### config.mk
export PLATFORM = sky130hd
export DESIGN_NAME = integer_to_roman_encoder
export DESIGN_NICKNAME = d
export VERILOG_FILES = /design/src/rtl/rmn_pkg.sv /design/src/rtl/rmn_front.sv /design/src/rtl/rmn_fifo.sv /design/src/rtl/rmn_back.sv /design/src/rtl/integer_to_roman_encoder.sv
export SDC_FILE = /design/constraint.sdc
export NUM_CORES = 1
export LEC_CHECK = 0
export BUFFER_PORTS_ARGS = -buffer_cell sky130_fd_sc_hd__buf_2
export CAP_MARGIN = 30
export CORE_MARGIN = 3
export CORE_UTILIZATION = 55
export DETAILED_ROUTE_END_ITERATION = 10
export PLACE_DENSITY = 0.84
export SYNTH_ARGS = -nofsm -noshare
export SYNTH_HDL_FRONTEND = slang
export SYNTH_SLANG_ARGS = --single-unit
### constraint.sdc
create_clock -name clk -period 3.6 [get_ports clk]
set_input_delay 0.36 -clock clk [delete_from_list [all_inputs] [get_ports clk]]
set_output_delay 0.36 -clock clk [all_outputs]
set_load 0.005 [all_outputs]
### src/rtl/rmn_pkg.sv
// roman numeral encoder package: types, constants and letter tables
// no dependencies; used by every module of the encoder
`timescale 1ns / 1ps

package rmn_pkg;

  localparam int NUM_BITS    = 12;
  localparam int SYM_BITS    = 7;
  localparam int NUM_DIGITS  = 4;
  localparam int QUEUE_DEPTH = 2;
  localparam logic [NUM_BITS-1:0] MAX_VALID = 12'd3999;

  localparam logic [SYM_BITS-1:0] SYM_NONE = 7'h00;
  localparam logic [SYM_BITS-1:0] SYM_I    = 7'h49;
  localparam logic [SYM_BITS-1:0] SYM_V    = 7'h56;
  localparam logic [SYM_BITS-1:0] SYM_X    = 7'h58;
  localparam logic [SYM_BITS-1:0] SYM_L    = 7'h4C;
  localparam logic [SYM_BITS-1:0] SYM_C    = 7'h43;
  localparam logic [SYM_BITS-1:0] SYM_D    = 7'h44;
  localparam logic [SYM_BITS-1:0] SYM_M    = 7'h4D;

  // decimal positions, ones to thousands
  localparam logic [1:0] POS_ONES      = 2'd0;
  localparam logic [1:0] POS_TENS      = 2'd1;
  localparam logic [1:0] POS_HUNDREDS  = 2'd2;
  localparam logic [1:0] POS_THOUSANDS = 2'd3;

  typedef logic [3:0] digit_t;

  typedef struct packed {
    logic                       invalid;
    logic [NUM_DIGITS-1:0][3:0] digits;
  } entry_t;

  typedef struct packed {
    logic full;
    logic empty;
  } q_status_t;

  typedef enum logic [1:0] {
    FS_IDLE,
    FS_CONV,
    FS_PUSH
  } front_state_t;

  typedef enum logic [1:0] {
    LC_ONE,
    LC_FIVE,
    LC_TEN
  } letter_code_t;

  // letters used by one decimal digit
  function automatic logic [2:0] dig_len(input digit_t d);
    logic [2:0] len;
    case (d)
      4'd1, 4'd5:              len = 3'd1;
      4'd2, 4'd4, 4'd6, 4'd9:  len = 3'd2;
      4'd3, 4'd7:              len = 3'd3;
      4'd8:                    len = 3'd4;
      default:                 len = 3'd0;
    endcase
    return len;
  endfunction

  // which of one, five or ten stands at a place within a digit's letters
  function automatic letter_code_t dig_code(input digit_t d, input logic [1:0] idx);
    letter_code_t c;
    case (d)
      4'd1, 4'd2, 4'd3:  c = LC_ONE;
      4'd4:              c = (idx == 2'd0) ? LC_ONE : LC_FIVE;
      4'd5:              c = LC_FIVE;
      4'd6, 4'd7, 4'd8:  c = (idx == 2'd0) ? LC_FIVE : LC_ONE;
      4'd9:              c = (idx == 2'd0) ? LC_ONE : LC_TEN;
      default:           c = LC_ONE;
    endcase
    return c;
  endfunction

  function automatic logic [SYM_BITS-1:0] letter_sym(input logic [1:0] pos,
                                                     input letter_code_t c);
    logic [SYM_BITS-1:0] s;
    s = SYM_NONE;
    case (pos)
      POS_ONES: begin
        case (c)
          LC_ONE:  s = SYM_I;
          LC_FIVE: s = SYM_V;
          LC_TEN:  s = SYM_X;
          default: s = SYM_NONE;
        endcase
      end
      POS_TENS: begin
        case (c)
          LC_ONE:  s = SYM_X;
          LC_FIVE: s = SYM_L;
          LC_TEN:  s = SYM_C;
          default: s = SYM_NONE;
        endcase
      end
      POS_HUNDREDS: begin
        case (c)
          LC_ONE:  s = SYM_C;
          LC_FIVE: s = SYM_D;
          LC_TEN:  s = SYM_M;
          default: s = SYM_NONE;
        endcase
      end
      default: begin
        case (c)
          LC_ONE:  s = SYM_M;
          default: s = SYM_NONE;
        endcase
      end
    endcase
    return s;
  endfunction

endpackage

### src/rtl/rmn_front.sv
// front end: takes a number, range checks it and converts it to four bcd digits
// serial shift-add-3 conversion, one bit per cycle; depends on rmn_pkg
`timescale 1ns / 1ps

module rmn_front (
  input  logic                         clk,
  input  logic                         rst_n,
  input  logic                         start,
  input  logic [rmn_pkg::NUM_BITS-1:0] in_number,
  input  rmn_pkg::q_status_t           q_status,
  output logic                         busy,
  output logic                         push,
  output rmn_pkg::entry_t              push_entry
);
  import rmn_pkg::*;

  localparam int CNT_W = $clog2(NUM_BITS);
  localparam int BCD_W = 4 * NUM_DIGITS;

  front_state_t        state_r, state_nxt;
  logic [NUM_BITS-1:0] bin_r, bin_nxt;
  logic [BCD_W-1:0]    bcd_r, bcd_nxt;
  logic [CNT_W-1:0]    cnt_r, cnt_nxt;
  logic                inv_r, inv_nxt;
  logic                accept;
  logic                conv_done;
  logic [BCD_W-1:0]    bcd_adj;

  assign accept    = start && (state_r == FS_IDLE);
  assign conv_done = (cnt_r == CNT_W'(NUM_BITS - 1));

  // add 3 to every digit of five or more before the shift
  always_comb begin
    for (int i = 0; i < NUM_DIGITS; i++) begin
      if (bcd_r[4*i +: 4] >= 4'd5) begin
        bcd_adj[4*i +: 4] = bcd_r[4*i +: 4] + 4'd3;
      end else begin
        bcd_adj[4*i +: 4] = bcd_r[4*i +: 4];
      end
    end
  end

  always_comb begin
    state_nxt = state_r;
    case (state_r)
      FS_IDLE: begin
        if (accept) begin
          if ((in_number == '0) || (in_number > MAX_VALID)) begin
            state_nxt = FS_PUSH;
          end else begin
            state_nxt = FS_CONV;
          end
        end
      end
      FS_CONV: begin
        if (conv_done) begin
          state_nxt = FS_PUSH;
        end
      end
      FS_PUSH: begin
        if (!q_status.full) begin
          state_nxt = FS_IDLE;
        end
      end
      default: state_nxt = FS_IDLE;
    endcase
  end

  always_comb begin
    busy = 1'b1;
    push = 1'b0;
    case (state_r)
      FS_IDLE: busy = 1'b0;
      FS_CONV: busy = 1'b1;
      FS_PUSH: push = !q_status.full;
      default: busy = 1'b1;
    endcase
  end

  always_comb begin
    bin_nxt = bin_r;
    bcd_nxt = bcd_r;
    cnt_nxt = cnt_r;
    inv_nxt = inv_r;
    if (accept) begin
      bin_nxt = in_number;
      bcd_nxt = '0;
      cnt_nxt = '0;
      inv_nxt = (in_number == '0) || (in_number > MAX_VALID);
    end else if (state_r == FS_CONV) begin
      bcd_nxt = {bcd_adj[BCD_W-2:0], bin_r[NUM_BITS-1]};
      bin_nxt = {bin_r[NUM_BITS-2:0], 1'b0};
      cnt_nxt = cnt_r + 1'b1;
    end
  end

  assign push_entry.invalid = inv_r;
  assign push_entry.digits  = bcd_r;

  always_ff @(posedge clk) begin
    if (!rst_n) begin
      state_r <= FS_IDLE;
    end else begin
      state_r <= state_nxt;
    end
  end

  always_ff @(posedge clk) begin
    bin_r <= bin_nxt;
    bcd_r <= bcd_nxt;
    cnt_r <= cnt_nxt;
    inv_r <= inv_nxt;
  end

endmodule

### src/rtl/rmn_fifo.sv
// short queue of converted numbers between front end and letter emitter
// depends on rmn_pkg
`timescale 1ns / 1ps

module rmn_fifo (
  input  logic               clk,
  input  logic               rst_n,
  input  logic               push,
  input  rmn_pkg::entry_t    push_entry,
  input  logic               pop,
  output rmn_pkg::q_status_t q_status,
  output rmn_pkg::entry_t    head
);
  import rmn_pkg::*;

  localparam int PTR_W = (QUEUE_DEPTH > 1) ? $clog2(QUEUE_DEPTH) : 1;
  localparam int CNT_W = $clog2(QUEUE_DEPTH + 1);

  entry_t           mem_r [QUEUE_DEPTH];
  logic [PTR_W-1:0] wr_ptr_r, wr_ptr_nxt;
  logic [PTR_W-1:0] rd_ptr_r, rd_ptr_nxt;
  logic [CNT_W-1:0] cnt_r, cnt_nxt;
  logic             do_wr;
  logic             do_rd;

  assign q_status.full  = (cnt_r == CNT_W'(QUEUE_DEPTH));
  assign q_status.empty = (cnt_r == '0);
  assign do_wr = push && !q_status.full;
  assign do_rd = pop && !q_status.empty;
  assign head  = mem_r[rd_ptr_r];

  always_comb begin
    wr_ptr_nxt = wr_ptr_r;
    rd_ptr_nxt = rd_ptr_r;
    cnt_nxt    = cnt_r;
    if (do_wr) begin
      wr_ptr_nxt = (wr_ptr_r == PTR_W'(QUEUE_DEPTH - 1)) ? '0 : wr_ptr_r + 1'b1;
    end
    if (do_rd) begin
      rd_ptr_nxt = (rd_ptr_r == PTR_W'(QUEUE_DEPTH - 1)) ? '0 : rd_ptr_r + 1'b1;
    end
    if (do_wr && !do_rd) begin
      cnt_nxt = cnt_r + 1'b1;
    end else if (do_rd && !do_wr) begin
      cnt_nxt = cnt_r - 1'b1;
    end
  end

  always_ff @(posedge clk) begin
    if (!rst_n) begin
      wr_ptr_r <= '0;
      rd_ptr_r <= '0;
      cnt_r    <= '0;
    end else begin
      wr_ptr_r <= wr_ptr_nxt;
      rd_ptr_r <= rd_ptr_nxt;
      cnt_r    <= cnt_nxt;
    end
  end

  always_ff @(posedge clk) begin
    if (do_wr) begin
      mem_r[wr_ptr_r] <= push_entry;
    end
  end

endmodule

### src/rtl/rmn_back.sv
// letter emitter: walks queued digits from thousands down, one letter per cycle while
// the queue holds an entry, none on a zero digit; depends on rmn_pkg letter tables
`timescale 1ns / 1ps

module rmn_back (
  input  logic                         clk,
  input  logic                         rst_n,
  input  rmn_pkg::q_status_t           q_status,
  input  rmn_pkg::entry_t              head,
  output logic                         pop,
  output logic                         out_valid,
  output logic [rmn_pkg::SYM_BITS-1:0] out_symbol,
  output logic                         out_last,
  output logic                         out_invalid
);
  import rmn_pkg::*;

  logic [1:0]          pos_r, pos_nxt;
  logic [1:0]          let_r, let_nxt;
  logic                valid_r, valid_nxt;
  logic [SYM_BITS-1:0] sym_r, sym_nxt;
  logic                last_r, last_nxt;
  logic                inv_r, inv_nxt;
  digit_t              cur_digit;
  logic [2:0]          cur_len;
  letter_code_t        cur_code;
  logic                digit_end;
  logic                lower_zero;

  assign cur_digit = head.digits[pos_r];
  assign cur_len   = dig_len(cur_digit);
  assign cur_code  = dig_code(cur_digit, let_r);
  assign digit_end = ((3'(let_r) + 3'd1) == cur_len);

  always_comb begin
    case (pos_r)
      POS_THOUSANDS: lower_zero = (head.digits[2:0] == '0);
      POS_HUNDREDS:  lower_zero = (head.digits[1:0] == '0);
      POS_TENS:      lower_zero = (head.digits[0] == '0);
      default:       lower_zero = 1'b1;
    endcase
  end

  always_comb begin
    pos_nxt   = pos_r;
    let_nxt   = let_r;
    pop       = 1'b0;
    valid_nxt = 1'b0;
    sym_nxt   = sym_r;
    last_nxt  = last_r;
    inv_nxt   = inv_r;
    if (!q_status.empty) begin
      if (head.invalid) begin
        valid_nxt = 1'b1;
        sym_nxt   = SYM_NONE;
        last_nxt  = 1'b1;
        inv_nxt   = 1'b1;
        pop       = 1'b1;
        pos_nxt   = POS_THOUSANDS;
        let_nxt   = 2'd0;
      end else if (cur_len == 3'd0) begin
        // zero digit has no letters
        pos_nxt = pos_r - 2'd1;
        let_nxt = 2'd0;
      end else begin
        valid_nxt = 1'b1;
        sym_nxt   = letter_sym(pos_r, cur_code);
        last_nxt  = digit_end && lower_zero;
        inv_nxt   = 1'b0;
        if (digit_end && lower_zero) begin
          pop     = 1'b1;
          pos_nxt = POS_THOUSANDS;
          let_nxt = 2'd0;
        end else if (digit_end) begin
          pos_nxt = pos_r - 2'd1;
          let_nxt = 2'd0;
        end else begin
          let_nxt = let_r + 2'd1;
        end
      end
    end
  end

  assign out_valid   = valid_r;
  assign out_symbol  = sym_r;
  assign out_last    = last_r;
  assign out_invalid = inv_r;

  always_ff @(posedge clk) begin
    if (!rst_n) begin
      pos_r   <= POS_THOUSANDS;
      let_r   <= 2'd0;
      valid_r <= 1'b0;
    end else begin
      pos_r   <= pos_nxt;
      let_r   <= let_nxt;
      valid_r <= valid_nxt;
    end
  end

  always_ff @(posedge clk) begin
    sym_r  <= sym_nxt;
    last_r <= last_nxt;
    inv_r  <= inv_nxt;
  end

endmodule

### src/rtl/integer_to_roman_encoder.sv
// top level of the roman numeral encoder: front end, queue and letter emitter
// depends on rmn_pkg, rmn_front, rmn_fifo, rmn_back
//
//   channel   ports                                     handshake
//   input     in_number[11:0]                           start, busy
//   result    out_symbol[6:0], out_last, out_invalid    out_valid strobe
//
// the front end accepts a number while idle, converts it from binary to bcd bit-serially
// and then enters it into the two-entry queue once the queue has room; an out-of-range
// number skips the conversion; the emitter sends one letter per cycle while the queue
// holds an entry and steps over each zero digit above the last letter without a letter
// a new number waits until the last one is queued, not until its letters are sent
// reset is synchronous, active low, and empties the queue
// results cannot be held off; busy stays high while the front end waits on a full queue
`timescale 1ns / 1ps

module integer_to_roman_encoder (
  input  logic                         clk,
  input  logic                         rst_n,
  input  logic                         start,
  output logic                         busy,
  input  logic [rmn_pkg::NUM_BITS-1:0] in_number,
  output logic                         out_valid,
  output logic [rmn_pkg::SYM_BITS-1:0] out_symbol,
  output logic                         out_last,
  output logic                         out_invalid
);
  import rmn_pkg::*;

  q_status_t q_status;
  entry_t    push_entry;
  entry_t    head;
  logic      push;
  logic      pop;

  rmn_front u_front (
    .clk        (clk),
    .rst_n      (rst_n),
    .start      (start),
    .in_number  (in_number),
    .q_status   (q_status),
    .busy       (busy),
    .push       (push),
    .push_entry (push_entry)
  );

  rmn_fifo u_fifo (
    .clk        (clk),
    .rst_n      (rst_n),
    .push       (push),
    .push_entry (push_entry),
    .pop        (pop),
    .q_status   (q_status),
    .head       (head)
  );

  rmn_back u_back (
    .clk         (clk),
    .rst_n       (rst_n),
    .q_status    (q_status),
    .head        (head),
    .pop         (pop),
    .out_valid   (out_valid),
    .out_symbol  (out_symbol),
    .out_last    (out_last),
    .out_invalid (out_invalid)
  );

`ifndef SYNTHESIS
  a_invalid_single : assert property (@(posedge clk) disable iff (!rst_n)
    out_valid && out_invalid |-> out_last && (out_symbol == SYM_NONE))
    else $error("invalid request not a single empty result");

  a_letter_nonzero : assert property (@(posedge clk) disable iff (!rst_n)
    out_valid && !out_invalid |-> (out_symbol != SYM_NONE))
    else $error("valid letter with empty symbol");

  a_busy_after_start : assert property (@(posedge clk) disable iff (!rst_n)
    start && !busy |=> busy)
    else $error("front end not busy after accepting a request");

  a_pop_only_nonempty : assert property (@(posedge clk) disable iff (!rst_n)
    pop |-> !q_status.empty)
    else $error("queue popped while empty");
`endif

endmodule
==> reports/metrics.yaml <==
status: "complete, no violations"
startpoint_type: "flop"
clkTransAtPathRegs_ns: 0.10
rsz0062_at_grt: "no"
num-fill-cells: 582
initial_core_util: 0.579
die_w_um: 94.6
place.gp.congestion: 0.813
syn_avg_cell_area_um2: 11.6
yosys_register_bits: 87
antenna_found_initial: 0
synth_edf_count: 55
cts_resized: 0
multi_input_area_um2: 1870
clock-sinks: 87
dp_slack_ns: 0.332
slew_headroom: 0.478
fin_skew_ns: 0.0184
drc: 0
cp-end-kind: "flop"
arrival_ns: 3.60
synthesis.area_um2: 4310
die_y_um: 94.6
cts_tree: "yes"
hold_class: "in -> reg"
clock.fmax_ghz: 0.303
track_usage: 0.196
slowest_delay_ns: 0.59
clk-insertion-delay-late_ns: 0.35
cts_buffers: 9
drt_pass1_iterations: 4
io_pins: 26
powerDensity_nw_per_um2: 586
timing.final.ws_setup_ns: 0.295
grt_pass1_vias: 2866
worst_pin_slew_ns: 0.783
ys_seq_area_frac: 0.531
power_leakage_nw: 1.74
grt_max_degree: 32
diodes: 0
final_util: 0.635
area_growth_pct: 9.69
num_vias: 2925
dpl.hpwl_mm: 5.74
design.die.area_um2: 8940
synth_ff_type: "edfxtp_1"
fp.coreArea_um2: 7450
cts_hold_buf: 0
timing.final.hold_violations: 0
post-cts-setup-buffers: 0
fin_area_um2: 4730
cts_max_path_buffers: 2
power_mw: 2.77
crit_fanout: 21
drv_slew: 0
ant_nets: 0
setup_viol: 0
drtIter0Drc: 155
grt_remaining_overflow: 0
seq_area_um2: 2290
via_per_inst: 5.82
postPlaceCellArea_um2: 4530
wl_mm: 8.14
root_buffer: "clkbuf_8"
maxCapViolations: 0
fin_crit_ns: 3.31
fin_tns_setup_ns: 0
async_flop_share: 0
crit_chain: "buf_12 > mux4_1 > mux2_2 > o21ai_1 > o2bb2ai_1 > a2bb2oi_4 > a32oi_2 > ha_1 > or3_1 > a21boi_0"
syn_nets: 408
wl_per_cell_um: 16.2
critPathKind: "reg -> reg"
num_rows: 31
crit_slowest_cell: "mux4_1"
critPathRequiredTime_ns: 3.89
ir_worst_vdd_mv: 0.309
drive_gt1_frac: 0.168
yosys_warnings: 0
syn_inst: 371
yosysUniqueCellTypes: 58
htree_levels: 3
port_buffers: 24
fin_crit_sh: 0.918
final_nets: 436
grt_pass1_wl_mm: 13.4
registers in the layout, indices dropped and copies added, names as in the netlist, 2 cells and up, named ones only:
register	flops
u_fifo.cnt_r	2
u_front.bin_r	12
u_back.out_symbol	6
u_fifo.mem_r	34
u_back.let_r	2
u_front.state_r	2
u_front.cnt_r	4
u_back.pos_r	2
u_front.bcd_r	16
worst max-delay path, delay by kind of cell, from the launching register on:
family	cells	cell delay, ns
multiplexers	2	0.92
adder cells (fa/ha/maj)	1	0.37
AO/OA/AOI/OAI	5	1.03
buffers and inverters	1	0.19
AND/OR/NAND/NOR	1	0.34
flip-flops	1	0.38
layer usage:
metal | global-route usage | part of all wire | vias up
met5 | 0 | 0 | -
met4 | 0.0889 | 0.019 | 0
met3 | 0.0375 | 0.044 | 18
met2 | 0.335 | 0.50 | 80
met1 | 0.240 | 0.43 | 1392
li1 | - | - | 1435
layout by cell type (no fill, tap or decap), types with 12 or more instances in the layout:
cell type,count
buf_2,24
edfxtp_1,55
mux2_2,13
nor2_1,23
o21ai_0,12
dfxtp_1,32
nand2_1,31
a21oi_1,17
ha_1,22
inv_1,20
mux2i_1,19
cell families (layout without fill, tap and decap cells):
family / Yosys count / count (layout) / synth area share
AO/OA/AOI/OAI: 70 / 70 / 0.115
flip-flops: 87 / 87 / 0.531
adder cells (fa/ha/maj): 22 / 22 / 0.0638
other: 1 / 1 / 0.000869
AND/OR/NAND/NOR: 109 / 109 / 0.125
XOR/XNOR: 12 / 12 / 0.0244
multiplexers: 37 / 37 / 0.105
buffers and inverters: 33 / 66 / 0.0339
path summary, 6_finish.rpt:
path                                              start                       endpoint  slack (ns)  depth (start not counted)
worst min register to register  u_front.inv_r$_DFFE_PP_  u_fifo.mem_r[1][16]$_DFFE_PP_        0.47                          0
worst max-delay path                               flop   u_fifo.cnt_r[1]$_SDFFE_PN0P_        0.29                         10
worst max register to register                     flop   u_fifo.cnt_r[1]$_SDFFE_PN0P_        0.29                         10
worst min-delay path                              rst_n   u_back.pos_r[0]$_SDFFE_PN1P_        0.31                          2
cell type report:
class	instances	share of cell area
Clock buffer	9	0.0262
Clock inverter	7	0.0101
Inverter	21	0.0167
Multi-Input combinational cell	251	0.396
Sequential cell	87	0.485
Tap cell	99	0.0262
Timing Repair Buffer	29	0.0402
synth_stat cells (all sizes together) (3+ instances only):
cell | instances | share of area
a21boi | 3 | 0.0052
a21oi | 17 | 0.020
a22oi | 3 | 0.0064
a32oi | 3 | 0.0078
and2 | 6 | 0.0093
buf | 6 | 0.010
clkbuf | 6 | 0.0052
dfxtp | 32 | 0.15
edfxtp | 55 | 0.38
ha | 22 | 0.064
inv | 21 | 0.018
mux2 | 13 | 0.034
mux2i | 19 | 0.044
mux4 | 5 | 0.027
nand2 | 31 | 0.027
nand2b | 9 | 0.013
nand3 | 9 | 0.010
nand4 | 3 | 0.0044
nor2 | 23 | 0.020
nor2b | 5 | 0.0073
nor3 | 8 | 0.0093
nor4 | 4 | 0.0058
o21ai | 15 | 0.017
o22ai | 9 | 0.013
o32ai | 6 | 0.012
xnor2 | 5 | 0.010
xor2 | 7 | 0.014
report_power, final:
group	total (mW)	leakage (nW)	switching, mW	internal [mW]
clock	0.608	0.0886	0.357	0.251
combinational	0.875	0.875	0.493	0.382
sequential	1.29	0.777	0.0768	1.21
total	2.77	1.74	0.927	1.84
through the flow:
stage                     instances  hold slack, ns
after floorplan                 371           0.418
after global placement          486           0.428
after detailed placement        486           0.450
after CTS                       502           0.299
after global routing            503           0.308
final                           503           0.315
No activity file was read; power rests on OpenSTA's default activity.
